<file path="config.mk">
export PLATFORM = sky130hd
export DESIGN_NAME = scancode_to_ascii_translator_core
export DESIGN_NICKNAME = d
export VERILOG_FILES = /design/src/hdl/s2a_pkg.sv /design/src/hdl/s2a_xlate.sv /design/src/hdl/scancode_to_ascii_translator_core.sv
export VERILOG_INCLUDE_DIRS = /design/src /design/src/hdl
export SDC_FILE = /design/constraint.sdc
export NUM_CORES = 1
export LEC_CHECK = 0
export ABC_AREA = 1
export BUFFER_PORTS_ARGS = -buffer_cell sky130_fd_sc_hd__buf_2
export CORE_MARGIN = 2
export CORE_UTILIZATION = 30
export DETAILED_ROUTE_END_ITERATION = 7
export GPL_TIMING_DRIVEN = 1
export PLACE_DENSITY = 0.47
export SETUP_SLACK_MARGIN = 0.2
export SLEW_MARGIN = 15
export SYNTH_ARGS = -nofsm -noshare
export SYNTH_HDL_FRONTEND = slang
export SYNTH_SLANG_ARGS = --single-unit
</file>
<file path="constraint.sdc">
create_clock -name aclk -period 2.58 [get_ports aclk]
set_input_delay 0 -clock aclk [delete_from_list [all_inputs] [get_ports aclk]]
set_output_delay 0 -clock aclk [all_outputs]
set_load 0.03 [all_outputs]
</file>
<file path="src/hdl/scancode_to_ascii_translator_core_defines.svh">
// Assertion macros for the scancode translator core.
// Every macro samples on the rising edge of aclk and is disabled while aresetn is low.
// Define ASSERT_OFF to compile all of them away.
`ifndef SCANCODE_TO_ASCII_TRANSLATOR_CORE_DEFINES_SVH
`define SCANCODE_TO_ASCII_TRANSLATOR_CORE_DEFINES_SVH

`ifndef ASSERT_OFF
`define S2A_ASSERT(label, prop, msg) \
    label: assert property (@(posedge aclk) disable iff (!aresetn) (prop)) else $error(msg);
`define S2A_ASSERT_IMPL(label, pre, post, msg) \
    label: assert property (@(posedge aclk) disable iff (!aresetn) (pre) |-> (post)) \
        else $error(msg);
`define S2A_ASSERT_NEXT(label, pre, post, msg) \
    label: assert property (@(posedge aclk) disable iff (!aresetn) (pre) |=> (post)) \
        else $error(msg);
`else
`define S2A_ASSERT(label, prop, msg)
`define S2A_ASSERT_IMPL(label, pre, post, msg)
`define S2A_ASSERT_NEXT(label, pre, post, msg)
`endif

`endif

</file>
<file path="src/hdl/s2a_pkg.sv">
`timescale 1ns / 1ps

package s2a_pkg;

    localparam logic [7:0] CODE_LSHIFT = 8'h2A;
    localparam logic [7:0] CODE_RSHIFT = 8'h36;
    localparam logic [7:0] CODE_CAPS   = 8'h3A;
    localparam logic [7:0] CODE_PREFIX = 8'hE0;
    localparam logic [7:0] RELEASE_BIT = 8'h80;
    localparam logic [7:0] CODE_UP     = 8'h48;
    localparam logic [7:0] CODE_DOWN   = 8'h50;
    localparam logic [7:0] CODE_LEFT   = 8'h4B;
    localparam logic [7:0] CODE_RIGHT  = 8'h4D;
    localparam logic [7:0] CODE_BKSP   = 8'h0E;
    localparam logic [7:0] CODE_ENTER  = 8'h1C;

    localparam logic [7:0] CHAR_NONE   = 8'h00;
    localparam logic [7:0] CHAR_UP     = 8'hF1;
    localparam logic [7:0] CHAR_DOWN   = 8'hF2;
    localparam logic [7:0] CHAR_LEFT   = 8'hF3;
    localparam logic [7:0] CHAR_RIGHT  = 8'hF4;
    localparam logic [7:0] CHAR_BKSP   = 8'h08;
    localparam logic [7:0] CHAR_LF     = 8'h0A;
    localparam logic [7:0] CASE_BIT    = 8'h20;

    typedef struct packed {
        logic shift_held;
        logic caps_on;
        logic prefix_seen;
    } kbd_flags_t;

    function automatic logic [7:0] rom_plain(input logic [6:0] idx);
        logic [7:0] c;
        case (idx)
            7'h01: c = 8'h1B;
            7'h02: c = 8'h31;
            7'h03: c = 8'h32;
            7'h04: c = 8'h33;
            7'h05: c = 8'h34;
            7'h06: c = 8'h35;
            7'h07: c = 8'h36;
            7'h08: c = 8'h37;
            7'h09: c = 8'h38;
            7'h0A: c = 8'h39;
            7'h0B: c = 8'h30;
            7'h0C: c = 8'h2D;
            7'h0D: c = 8'h3D;
            7'h0E: c = 8'h08;
            7'h0F: c = 8'h09;
            7'h10: c = 8'h71;
            7'h11: c = 8'h77;
            7'h12: c = 8'h65;
            7'h13: c = 8'h72;
            7'h14: c = 8'h74;
            7'h15: c = 8'h79;
            7'h16: c = 8'h75;
            7'h17: c = 8'h69;
            7'h18: c = 8'h6F;
            7'h19: c = 8'h70;
            7'h1A: c = 8'h5B;
            7'h1B: c = 8'h5D;
            7'h1C: c = 8'h0A;
            7'h1E: c = 8'h61;
            7'h1F: c = 8'h73;
            7'h20: c = 8'h64;
            7'h21: c = 8'h66;
            7'h22: c = 8'h67;
            7'h23: c = 8'h68;
            7'h24: c = 8'h6A;
            7'h25: c = 8'h6B;
            7'h26: c = 8'h6C;
            7'h27: c = 8'h3B;
            7'h28: c = 8'h27;
            7'h29: c = 8'h60;
            7'h2B: c = 8'h5C;
            7'h2C: c = 8'h7A;
            7'h2D: c = 8'h78;
            7'h2E: c = 8'h63;
            7'h2F: c = 8'h76;
            7'h30: c = 8'h62;
            7'h31: c = 8'h6E;
            7'h32: c = 8'h6D;
            7'h33: c = 8'h2C;
            7'h34: c = 8'h2E;
            7'h35: c = 8'h2F;
            7'h37: c = 8'h2A;
            7'h39: c = 8'h20;
            default: c = CHAR_NONE;
        endcase
        return c;
    endfunction

    function automatic logic [7:0] rom_shift(input logic [6:0] idx);
        logic [7:0] c;
        case (idx)
            7'h01: c = 8'h1B;
            7'h02: c = 8'h21;
            7'h03: c = 8'h40;
            7'h04: c = 8'h23;
            7'h05: c = 8'h24;
            7'h06: c = 8'h25;
            7'h07: c = 8'h5E;
            7'h08: c = 8'h26;
            7'h09: c = 8'h2A;
            7'h0A: c = 8'h28;
            7'h0B: c = 8'h29;
            7'h0C: c = 8'h5F;
            7'h0D: c = 8'h2B;
            7'h0E: c = 8'h08;
            7'h0F: c = 8'h09;
            7'h10: c = 8'h51;
            7'h11: c = 8'h57;
            7'h12: c = 8'h45;
            7'h13: c = 8'h52;
            7'h14: c = 8'h54;
            7'h15: c = 8'h59;
            7'h16: c = 8'h55;
            7'h17: c = 8'h49;
            7'h18: c = 8'h4F;
            7'h19: c = 8'h50;
            7'h1A: c = 8'h7B;
            7'h1B: c = 8'h7D;
            7'h1C: c = 8'h0A;
            7'h1E: c = 8'h41;
            7'h1F: c = 8'h53;
            7'h20: c = 8'h44;
            7'h21: c = 8'h46;
            7'h22: c = 8'h47;
            7'h23: c = 8'h48;
            7'h24: c = 8'h4A;
            7'h25: c = 8'h4B;
            7'h26: c = 8'h4C;
            7'h27: c = 8'h3A;
            7'h28: c = 8'h22;
            7'h29: c = 8'h7E;
            7'h2B: c = 8'h7C;
            7'h2C: c = 8'h5A;
            7'h2D: c = 8'h58;
            7'h2E: c = 8'h43;
            7'h2F: c = 8'h56;
            7'h30: c = 8'h42;
            7'h31: c = 8'h4E;
            7'h32: c = 8'h4D;
            7'h33: c = 8'h3C;
            7'h34: c = 8'h3E;
            7'h35: c = 8'h3F;
            7'h37: c = 8'h2A;
            7'h39: c = 8'h20;
            default: c = CHAR_NONE;
        endcase
        return c;
    endfunction

endpackage

</file>
<file path="src/hdl/s2a_xlate.sv">
`timescale 1ns / 1ps

module s2a_xlate
    import s2a_pkg::*;
(
    input  logic [7:0] scan_byte,
    input  kbd_flags_t flags_cur,
    output kbd_flags_t flags_next,
    output logic [7:0] char_next
);

    logic [7:0] rom_char;
    logic       is_letter;

    always_comb begin
        rom_char  = flags_cur.shift_held ? rom_shift(scan_byte[6:0]) : rom_plain(scan_byte[6:0]);
        is_letter = ((rom_char >= 8'h61) && (rom_char <= 8'h7A))
                 || ((rom_char >= 8'h41) && (rom_char <= 8'h5A));
    end

    always_comb begin
        flags_next = flags_cur;
        char_next  = CHAR_NONE;
        if ((scan_byte == CODE_LSHIFT) || (scan_byte == CODE_RSHIFT)) begin
            flags_next.shift_held = 1'b1;
        end else if ((scan_byte == (CODE_LSHIFT | RELEASE_BIT))
                  || (scan_byte == (CODE_RSHIFT | RELEASE_BIT))) begin
            flags_next.shift_held = 1'b0;
        end else if (scan_byte == CODE_CAPS) begin
            flags_next.caps_on = !flags_cur.caps_on;
        end else if (scan_byte == CODE_PREFIX) begin
            flags_next.prefix_seen = 1'b1;
        end else if (flags_cur.prefix_seen) begin
            flags_next.prefix_seen = 1'b0;
            case (scan_byte)
                CODE_UP:    char_next = CHAR_UP;
                CODE_DOWN:  char_next = CHAR_DOWN;
                CODE_LEFT:  char_next = CHAR_LEFT;
                CODE_RIGHT: char_next = CHAR_RIGHT;
                default:    char_next = CHAR_NONE;
            endcase
        end else if ((scan_byte & RELEASE_BIT) != 8'h00) begin
            char_next = CHAR_NONE;
        end else if (scan_byte == CODE_BKSP) begin
            char_next = CHAR_BKSP;
        end else if (scan_byte == CODE_ENTER) begin
            char_next = CHAR_LF;
        end else if (flags_cur.caps_on && is_letter) begin
            // flip letter case under caps lock
            char_next = rom_char ^ CASE_BIT;
        end else begin
            char_next = rom_char;
        end
    end

endmodule

</file>
<file path="src/hdl/scancode_to_ascii_translator_core.sv">
// Set-1 keyboard scancode to character translator.
// Input channel s_valid/s_ready/s_scan_byte carries one raw scancode byte per
// request. Output channel m_valid/m_ready/m_char_code/m_has_char carries one
// result per request, in order: the character code (0xF1-0xF4 for up, down,
// left and right arrows, 0 for none) and a flag that the code is nonzero.
// Path: a byte accepted into the input register is translated by the table
// lookup and flag update and registered in the output register.
// Throughput: one request per cycle while m_ready is high, set by the single
// input and output register pair; a new byte is taken while a result waits.
// Shift, caps lock and extended-prefix flags update as each byte moves from
// the input register to the output register.
// Reset (aresetn low, synchronous) clears the flags and both valid bits.
// When m_ready is low the result holds; the input register keeps its byte and
// s_ready drops once it is full, so no request is lost or repeated.
`timescale 1ns / 1ps
`include "scancode_to_ascii_translator_core_defines.svh"

module scancode_to_ascii_translator_core
    import s2a_pkg::*;
(
    input  logic       aclk,
    input  logic       aresetn,
    input  logic       s_valid,
    output logic       s_ready,
    input  logic [7:0] s_scan_byte,
    output logic       m_valid,
    input  logic       m_ready,
    output logic [7:0] m_char_code,
    output logic       m_has_char
);

    logic       in_valid_reg;
    logic [7:0] in_byte_reg;
    logic       out_valid_reg;
    logic [7:0] char_reg;
    logic       has_char_reg;
    kbd_flags_t flags_reg;
    kbd_flags_t flags_next;
    logic [7:0] char_next;
    logic       out_advance;
    logic       fire;

    assign out_advance = !out_valid_reg || m_ready;
    assign s_ready     = !in_valid_reg || out_advance;
    assign fire        = in_valid_reg && out_advance;

    s2a_xlate u_xlate (
        .scan_byte  (in_byte_reg),
        .flags_cur  (flags_reg),
        .flags_next (flags_next),
        .char_next  (char_next)
    );

    always_ff @(posedge aclk) begin
        if (!aresetn) begin
            in_valid_reg  <= 1'b0;
            out_valid_reg <= 1'b0;
            flags_reg     <= '0;
        end else begin
            if (s_ready) begin
                in_valid_reg <= s_valid;
            end
            if (out_advance) begin
                out_valid_reg <= in_valid_reg;
            end
            if (fire) begin
                flags_reg <= flags_next;
            end
        end
    end

    always_ff @(posedge aclk) begin
        if (s_valid && s_ready) begin
            in_byte_reg <= s_scan_byte;
        end
        if (fire) begin
            char_reg     <= char_next;
            has_char_reg <= (char_next != CHAR_NONE);
        end
    end

    assign m_valid     = out_valid_reg;
    assign m_char_code = char_reg;
    assign m_has_char  = has_char_reg;

    `S2A_ASSERT_IMPL(a_has_char_match, m_valid, m_has_char == (m_char_code != CHAR_NONE), "has_char disagrees with char_code")
    `S2A_ASSERT_NEXT(a_caps_toggle, fire && (in_byte_reg == CODE_CAPS), flags_reg.caps_on != $past(flags_reg.caps_on), "caps lock did not toggle")
    `S2A_ASSERT_IMPL(a_high_code_arrow, m_valid && (m_char_code[7:4] == 4'hF), (m_char_code >= CHAR_UP) && (m_char_code <= CHAR_RIGHT), "unexpected high character code")
    `S2A_ASSERT(a_ready_when_empty, in_valid_reg || s_ready, "input stalled while input register empty")

endmodule

</file>
==> run summary, run 1 <==
status: complete, no violations
wire length of the first global-routing pass: 12800 µm
number of filler cells placed in the layout: 973
num rows: 34
Arrival @ worst endpoint: 2330 ps
initial cell density of the core: 31.1%
number of enable flip-flop cells after synthesis: 17
Pre-antenna DRT Iters: 4
Critical-path top delay cell: sky130_fd_sc_hd__dfxtp_1
library cell appearing most often on the critical path: sky130_fd_sc_hd__nand2_1
max-cap violations: 0
RSZ-0062 raised after global routing: no
capture endpoint of the worst hold path: m_valid
number of antenna-violating nets in the routed design: 0
CTS H-tree depth: 2
Clock Power Share: 29.7%
final setup TNS: 0 ps
count of buffers from port buffering: 22
sequential share of the synthesized area: 32.5%
post-route minimum period: 2140 ps
total inserted antenna cells: 0
Worst R2R Start: m_valid
mapped cell area: 0.00274 mm²
post-synthesis cell type with the largest combined area: sky130_fd_sc_hd__nand2_1
leading cell type by number of instances after synthesis: sky130_fd_sc_hd__nand2_1
leakage dissipation: 1.63 nW
gr usage total: 16.0%
top cell type's share of synthesized area: 20.7%
CP required: 2770 ps
number of global-route vias before repair: 2624
Die Outline Area: 0.00991 mm²
worst hold stages: 4
Power Dens Cells: 519 mW/mm²
family with the most delay on the worst path: simple AND/OR/NAND/NOR gates
Die W: 99.6 µm
total congestion overflow: 0
number of clock buffers inserted by TritonCTS: 5
height of the chip: 99.6 µm
Register-to-Register Setup Slack: 440 ps
mean instance size in the synthesized netlist: 6.31 µm²
number of vias per cell: 4.83
internal power: 1.10 mW
cells along the critical path: nand3_4 -> nand2_8 -> inv_1 -> nand2_1 -> nand2_2 -> ha_1 -> inv_1 -> nand2_1 -> nand3_2 -> nand2_1 -> nand2_1 -> nand2_1 -> and2_1
Clock Skews: 11.0 ps
post-synthesis sequential element count: 36
detail-routed net length per standard cell: 13.0 µm
library cells used by synthesis: 28
antenna violations before repair: 0
overall power after layout: 1.65 mW
net count after synthesis: 457
total setup violations reported at the end of the flow: 0
worst vdd ir: 0.000178 V
Switch Pwr: 0.546 mW
number of warnings reported in the yosys synthesis log: 0
clock sink total: 36
sw frac: 33.1%
buffer and inverter count on the worst path: 2
DR DRC count: 0
share of layout cells above drive strength 1: 11.5%
worst hold slack across all endpoints: 18.3 ps
I/O pin cnt: 23
placer's final routability congestion estimate: 0.882
# nets final: 490
headroom to the max-slew limit: 65.2%
number of post-CTS setup repair buffers: 0
worst min-delay path category: primary input to flop
startpoint of the tightest hold check path: m_ready
largest net degree at the start of global routing: 24
count of final max-slew check failures: 0
startpoint class of the critical path: flop
clock-pin slew of the registers on the worst-case setup and hold paths: 80 ps
synthesized instance count: 434
portion of the clock cycle consumed by the worst path in the final layout: 83.1%
Util after Layout: 36.1%
critical path class: flop to flop
Placed Cells: 559
maximum cell stage delay along the critical path: 390 ps
Initial DRC Count: 116
maximum fanout along the worst path: 17
sequential group share of total power: 41.6%
total detailed-routing wirelength: 7490 µm
final cell count without fillers: 576
ranking of synthesized cells by area: sky130_fd_sc_hd__nand2_1, sky130_fd_sc_hd__edfxtp_1, sky130_fd_sc_hd__dfxtp_1
FFs w/ async S/R, synth: 0%
Slew @ Worst Pin: 521 ps
Crit. End Element: flop
CTS tree: yes
count of cells along the worst register-to-register path: 13
final hold viol count: 0
total vias in the final route: 2782
CTS Root Buffer Type: sky130_fd_sc_hd__clkbuf_8
Std-Cell Core Area: 0.00881 mm²
combinational cell fraction of total power: 28.7%
Synth-to-Final Area Change: 16.1%
Commonest cells post-synth: sky130_fd_sc_hd__nand2_1, sky130_fd_sc_hd__inv_1, sky130_fd_sc_hd__nor2_1, sky130_fd_sc_hd__nand3_1, sky130_fd_sc_hd__o21ai_0
Primary FF master, synth: sky130_fd_sc_hd__dfxtp_1
f_max: 0.467 GHz
Skew-Pair Late Insertion Delay: 290 ps
sum of net half-perimeters after detailed placement: 5880 µm
maximum buffer depth of the clock tree: 2
## worst reg2reg max path: cells and delay by family, from the launching register on
kind / cells / cell delay (ps)
AND/OR/NAND/NOR: 10 / 1110
flip-flops: 1 / 390
adder cells (fa/ha/maj): 1 / 320
buffers and inverters: 2 / 220
## layout make-up
type,count,area (µm²),share of cell area (%)
Clock buffer,6,72.6,2.28
Sequential cell,36,891,28.0
Multi-Input combinational cell,330,1590,49.8
Inverter,56,210,6.61
Clock inverter,2,35.0,1.10
Tap cell,108,135,4.25
Timing Repair Buffer,38,253,7.94
## placed cells by master, fill, tap and decap left out, drive strengths merged
| master | instances |
|---|---|
| nand2 | 155 |
| inv | 54 |
| nor2 | 45 |
| nand3 | 45 |
| o21ai | 33 |
| buf | 29 |
| a21oi | 21 |
| dfxtp | 19 |
| edfxtp | 17 |
| ha | 11 |
| dlygate4sd3 | 9 |
| nor3 | 7 |
| nand4 | 6 |
| clkbuf | 6 |
| o211ai | 3 |
| clkinv | 3 |
| or2 | 2 |
| and2 | 1 |
| nand3b | 1 |
| bufinv | 1 |
## through the flow
stage / setup WS, ps / cell area [µm²]
floorplan: 264 / 2750
global placement: 309 / 2960
detailed placement: 256 / 2960
CTS: 236 / 3160
global route: 244 / 3180
finish: 437 / 3180
## routing by layer
layer / global-route usage [%] / vias up / part of all wire, %
li1: - / 1457 / -
met1: 21.2 / 1242 / 47
met2: 26.9 / 72 / 47
met3: 1.97 / 11 / 4.3
met4: 5.16 / 0 / 2.0
met5: 0 / - / 0
## cells by family (layout without fill, tap and decap cells)
logic type / count (synthesis) / in the layout / synth area share [%]
simple gates: 262 / 262 / 40.1
buf+inv: 68 / 102 / 10.7
compound gates: 57 / 57 / 11.6
flops: 36 / 36 / 32.5
fa+ha+maj: 11 / 11 / 5.02
## power by group through the flow
stage	Combinational, mW	Clock, mW	Sequential [mW]
final	0.474	0.491	0.686
after global routing	0.543	0.541	0.692
after floorplan	0.327	0	0.713
after detailed placement	0.457	0	0.700
after global placement	0.461	0	0.700
after CTS	0.470	0.512	0.686
## worst max-delay path by stage
stage,cells after the start,slack (ps),from,end
after detailed placement,13,260,m_valid,flop
after floorplan,13,260,m_valid,flop
after global routing,14,240,m_valid,flop
after global placement,13,310,m_valid,flop
final,13,440,m_valid,flop
after CTS,13,240,m_valid,flop
## timing repair
item / CTS / global route
endpoints found under the hold margin: 13 / 0
setup endpoints to repair: 0 / 12
resized for setup: 0 / 5
hold buffers: 9 / 0
Note: power is estimated with default switching activity, not from simulation.
==> run 2, diff against run 1 <==
ABC_AREA = 0   (was 1)
PLACE_DENSITY = 0.48   (was 0.47)
clock period = 1.8 ns   (was 2.58 ns; I/O delays follow)
==> run summary, run 2 <==
combinational cell fraction of total power: 43.6%
critical path class: flop to flop
CP required: 1980 ps
max-cap violations: 0
Skew-Pair Late Insertion Delay: 290 ps
most used cells in the layout excluding fill and tap cells: sky130_fd_sc_hd__buf_4, sky130_fd_sc_hd__buf_6, sky130_fd_sc_hd__nand2_1, sky130_fd_sc_hd__nor2_1, sky130_fd_sc_hd__buf_2
f_max: 0.422 GHz
Pre-antenna DRT Iters: 5
CTS Root Buffer Type: sky130_fd_sc_hd__clkbuf_8
RSZ-0062 raised after global routing: yes
Placed Cells: 618
sequential group share of total power: 32.5%
library cells used by synthesis: 71
share of synthesized cell area in and, or, nand and nor gates: 22.7%
ranking of synthesized cells by area: sky130_fd_sc_hd__edfxtp_1, sky130_fd_sc_hd__dfxtp_1, sky130_fd_sc_hd__mux2i_1
Switch Pwr: 1.04 mW
wire length of the first global-routing pass: 18200 µm
cell area after placement: 0.00429 mm²
Util after Layout: 52.2%
sw frac: 33.9%
DR DRC count: 0
compound-cell area share of the yosys netlist: 28.9%
failing checks: negative setup slack
Initial DRC Count: 269
share of layout cells above drive strength 1: 49.6%
initial cell density of the core: 30.9%
worst vdd ir: 0.000336 V
Die W: 104 µm
clock-pin slew of the registers on the worst-case setup and hold paths: 80 ps
most common library cell in the layout ignoring fill and taps: sky130_fd_sc_hd__buf_4
number of clock buffers inserted by TritonCTS: 5
synthesized-area fraction occupied by xor and xnor cells: 1.74%
overall power after layout: 3.07 mW
worst hold slack across all endpoints: 9.33 ps
Register-to-Register Setup Slack: -570 ps
gr usage total: 20.6%
largest net degree at the start of global routing: 18
detail-routed net length per standard cell: 17.2 µm
adder and majority gate portion of the synthesized area: 4.55%
sum of net half-perimeters after detailed placement: 8350 µm
Worst R2R Start: m_valid
leading cell type by number of instances after synthesis: sky130_fd_sc_hd__nand2_1
capture endpoint of the worst hold path: flags_reg[1]
Synth-to-Final Area Change: 68.9%
mapped cell area: 0.00302 mm²
net count after synthesis: 388
startpoint of the tightest hold check path: aresetn
CTS H-tree depth: 2
startpoint class of the critical path: flop
status: complete, but fails checks
num rows: 36
top cell type's share of synthesized area: 16.9%
Layout Cell Area excl Fill: 0.00510 mm²
Commonest cells post-synth: sky130_fd_sc_hd__nand2_1, sky130_fd_sc_hd__nor2_1, sky130_fd_sc_hd__a21oi_1, sky130_fd_sc_hd__o21ai_0, sky130_fd_sc_hd__dfxtp_1
Crit. End Element: flop
Std-Cell Core Area: 0.00977 mm²
count of cells along the worst register-to-register path: 13
Die Outline Area: 0.0109 mm²
Clock Power Share: 23.9%
multiplexer share of the synthesized area: 6.46%
worst hold stages: 2
final cell count without fillers: 661
height of the chip: 104 µm
number of warnings reported in the yosys synthesis log: 0
count of final max-slew check failures: 0
post-synthesis sequential element count: 36
total setup violations reported at the end of the flow: 25
I/O pin cnt: 23
Slew @ Worst Pin: 413 ps
maximum fanout along the worst path: 6
leakage dissipation: 2.13 nW
post-synthesis cell type with the largest combined area: sky130_fd_sc_hd__edfxtp_1
antenna violations before repair: 0
worst min-delay path category: primary input to flop
post-route minimum period: 2370 ps
total inserted antenna cells: 0
Power Dens Cells: 601 mW/mm²
number of global-route vias before repair: 3528
# nets final: 550
Arrival @ worst endpoint: 2550 ps
headroom to the max-slew limit: 72.3%
final hold viol count: 0
final setup TNS: -9210 ps
Clock Skews: 6.60 ps
number of enable flip-flop cells after synthesis: 17
total vias in the final route: 3603
count of buffers from port buffering: 22
sequential share of the synthesized area: 29.5%
dpl ws: -558 ps
portion of the clock cycle consumed by the worst path in the final layout: 132%
synthesized instance count: 365
total congestion overflow: 0
number of antenna-violating nets in the routed design: 0
total detailed-routing wirelength: 11400 µm
placer's final routability congestion estimate: 0.909
CTS tree: yes
Primary FF master, synth: sky130_fd_sc_hd__dfxtp_1
setup slack after layout: -568 ps
internal power: 2.03 mW
maximum buffer depth of the clock tree: 2
main combinational cell family by area after synthesis: compound AO/OA/AOI/OAI gates
clock sink total: 36
FFs w/ async S/R, synth: 0%
mean instance size in the synthesized netlist: 8.28 µm²
number of vias per cell: 5.45
## run 2: changes by cell type in the layout (fill, tap and decap cells not counted), sizes merged, moves of 10 or more
cell	delta
buf	+150
nand2	-125
inv	-41
nand3	-35
nor2	-19
mux2i	+18
nand2b	+10
o21ai	-10
## run 2: final cells by class
type / instances / area (µm²)
Fill cell: 878 / 4670
Clock buffer: 5 / 68.8
Sequential cell: 36 / 896
Clock inverter: 3 / 42.5
Multi-Input combinational cell: 288 / 2380
Timing Repair Buffer: 183 / 1490
Inverter: 13 / 66.3
Tap cell: 133 / 166
## run 2: worst max path at each step
stage,from,to,slack [ps]
2_1_floorplan,m_valid,flop,-860
3_3_place_gp,m_valid,flop,-520
3_5_place_dp,m_valid,flop,-560
4_1_cts,m_valid,flop,-550
5_1_grt,m_valid,flop,-650
6_report,m_valid,flop,-570
## run 2: worst max-delay path, cell delays in order (launching register included)
cell and delay [ps]:
sky130_fd_sc_hd__dfxtp_4 340, sky130_fd_sc_hd__and3b_2 220, sky130_fd_sc_hd__inv_4 60, sky130_fd_sc_hd__nand2_4 60, sky130_fd_sc_hd__inv_8 60, sky130_fd_sc_hd__mux2i_4 230
sky130_fd_sc_hd__inv_2 80, sky130_fd_sc_hd__ha_4 270, sky130_fd_sc_hd__nor3b_1 140, sky130_fd_sc_hd__o211ai_1 160, sky130_fd_sc_hd__a21oi_1 100, sky130_fd_sc_hd__a211oi_2 220
sky130_fd_sc_hd__o311ai_1 150, sky130_fd_sc_hd__o211a_1 150
## run 2: routing by layer
layer	part of all wire (%)	track usage [%]	vias to the layer above	routed length [µm]
li1	-	-	1718	-
met1	45	27.8	1740	5070
met2	48	34.9	119	5490
met3	4.9	1.75	26	558
met4	2.2	6.27	0	255
met5	0	0	-	0
## run 2: repair_timing
item,CTS,global route
pin swaps,28,26
buffers inserted,26,5
endpoints found under the setup margin,26,26
endpoints found under the hold margin,4,0
resized for setup,70,37
hold buffers,4,0
## run 2: logic make-up (layout without fill, tap and decap cells)
logic type / count (synthesis) / count (layout)
muxes: 19 / 19
and+or+nand+nor: 129 / 129
AOI/OAI and AO/OA: 123 / 123
buffers and inverters: 41 / 204
xor gates and xnor gates: 6 / 6
DFF: 36 / 36
adders and majority gates: 11 / 11
## run 2: power by group through the flow
| stage | sequential, mW | combinational [mW] | clock, mW |
|---|---|---|---|
| 2_1_floorplan | 1.03 | 0.586 | 0 |
| 3_3_place_gp | 1.02 | 1.09 | 0 |
| 3_5_place_dp | 1.02 | 1.08 | 0 |
| 4_1_cts | 0.997 | 1.23 | 0.746 |
| 5_1_grt | 1.01 | 1.44 | 0.782 |
| 6_report | 0.995 | 1.34 | 0.733 |
==> run 3, diff against run 2 <==
PLACE_DENSITY = not set   (was 0.48)
==> run summary, run 3 (synthesis gave the netlist of run 2 again) <==
number of vias per cell: 5.64
Die Outline Area: 0.0109 mm²
startpoint class of the critical path: flop
final cell count without fillers: 652
CP required: 1970 ps
worst min-delay path category: primary input to flop
final setup TNS: -10070 ps
Placed Cells: 607
area taken by multi-input logic gates: 0.00249 mm²
headroom to the max-slew limit: 69.7%
CTS H-tree depth: 2
placer's final routability congestion estimate: 0.912
worst vdd ir: 0.000370 V
most used cells in the layout excluding fill and tap cells: sky130_fd_sc_hd__buf_4, sky130_fd_sc_hd__buf_6, sky130_fd_sc_hd__nand2_1, sky130_fd_sc_hd__nor2_1, sky130_fd_sc_hd__buf_2
height of the chip: 104 µm
f_max: 0.415 GHz
I/O pin cnt: 23
internal power: 1.98 mW
antenna violations before repair: 0
number of filler cells placed in the layout: 873
total vias in the final route: 3676
Power Dens Cells: 584 mW/mm²
Pre-antenna DRT Iters: 5
share of layout cells above drive strength 1: 51.6%
maximum fanout along the worst path: 6
critical path class: flop to flop
largest net degree at the start of global routing: 17
status: complete, but fails checks
wire length of the first global-routing pass: 18600 µm
number of antenna-violating nets in the routed design: 0
Die W: 104 µm
num rows: 36
detail-routed net length per standard cell: 18.2 µm
Crit. End Element: flop
combinational cell fraction of total power: 45.6%
Synth-to-Final Area Change: 71.7%
portion of the clock cycle consumed by the worst path in the final layout: 134%
clock-pin slew of the registers on the worst-case setup and hold paths: 80 ps
maximum buffer depth of the clock tree: 2
Seq. cell area: 896 µm²
failing checks: negative setup slack
CTS Root Buffer Type: sky130_fd_sc_hd__clkbuf_8
total inserted antenna cells: 0
count of final max-slew check failures: 0
Switch Pwr: 1.06 mW
sum of net half-perimeters after detailed placement: 8150 µm
leakage dissipation: 2.12 nW
number of clock buffers inserted by TritonCTS: 5
gr usage total: 21.0%
RSZ-0062 raised after global routing: yes
Initial DRC Count: 334
Clock Power Share: 21.7%
most common library cell in the layout ignoring fill and taps: sky130_fd_sc_hd__buf_4
total detailed-routing wirelength: 11900 µm
Std-Cell Core Area: 0.00977 mm²
# nets final: 541
DR DRC count: 0
Arrival @ worst endpoint: 2580 ps
number of global-route vias before repair: 3716
Slew @ Worst Pin: 450 ps
total setup violations reported at the end of the flow: 24
final hold viol count: 0
total congestion overflow: 0
max-cap violations: 0
count of buffers from port buffering: 22
initial cell density of the core: 30.9%
Clock Skews: 15.2 ps
sw frac: 34.8%
post-route minimum period: 2410 ps
clock sink total: 36
CTS tree: yes
sequential group share of total power: 32.8%
setup slack after layout: -609 ps
Skew-Pair Late Insertion Delay: 290 ps
## run 3: per-layer routing
metal  vias to the layer above  wire [µm]  GRT usage [%]
met2                       166       5760           36.1
met3                        36        708           2.94
met4                         0        392           7.53
li1                       1704          -              -
met1                      1770       4990           26.5
met5                         -          0              0
## run 3: cell type report
type                            instances  area share [%]
Clock inverter                          2           0.217
Multi-Input combinational cell        288            48.0
Tap cell                              133            3.21
Clock buffer                            6            1.81
Inverter                               13            1.37
Timing Repair Buffer                  174            28.2
Sequential cell                        36            17.3
## run 3: power by group through the flow
stage               logic [mW]  registers, mW  clock network [mW]
floorplan                0.586           1.03                   0
global placement          1.07           1.01                   0
detailed placement        1.07           1.01                   0
CTS                       1.24          0.993               0.670
global route              1.46           1.01               0.712
finish                    1.38          0.993               0.657
## run 3: repair_timing
action                                  4_1_cts  5_1_grt
hold buffers                                  4        0
endpoints found under the hold margin         4        0
pin swaps                                    33       15
endpoints found under the setup margin       26       26
resized for setup                           100       41
buffers inserted                             27        6
## run 3: worst max-delay path: stages (launching register included)
cell and delay [ps]:
sky130_fd_sc_hd__dfxtp_4 340, sky130_fd_sc_hd__and3b_2 230, sky130_fd_sc_hd__inv_4 70, sky130_fd_sc_hd__nand2_4 60, sky130_fd_sc_hd__inv_8 60, sky130_fd_sc_hd__mux2i_4 220, sky130_fd_sc_hd__inv_2 80, sky130_fd_sc_hd__ha_4 240
sky130_fd_sc_hd__nor3b_2 160, sky130_fd_sc_hd__o22ai_1 150, sky130_fd_sc_hd__a21oi_1 100, sky130_fd_sc_hd__a211oi_2 260, sky130_fd_sc_hd__o311ai_1 160, sky130_fd_sc_hd__o211a_1 140
## run 3: metrics by stage
| stage | hold slack [ps] | cell area, µm² | util [%] | setup WS, ps | power (mW) |
|---|---|---|---|---|---|
| after floorplan | 98.9 | 3210 | - | -864 | 1.62 |
| after CTS | 18.9 | 4940 | 50.6 | -599 | 2.91 |
| after detailed placement | 180 | 4200 | 42.9 | -578 | 2.08 |
| after global placement | 178 | 4200 | 42.9 | -514 | 2.08 |
| final | 24.1 | 5190 | 53.1 | -609 | 3.03 |
| after global routing | 19.8 | 5190 | 53.1 | -713 | 3.18 |
## run 3: final timing paths
kind | from | endpoint | slack [ps] | cells after the start
max | m_valid | flop | -610 | 13
min | s_scan_byte[1] | in_byte_reg[1] | 20 | 2
max reg2reg | m_valid | flop | -610 | 13
min reg2reg | in_valid_reg | m_valid | 630 | 3
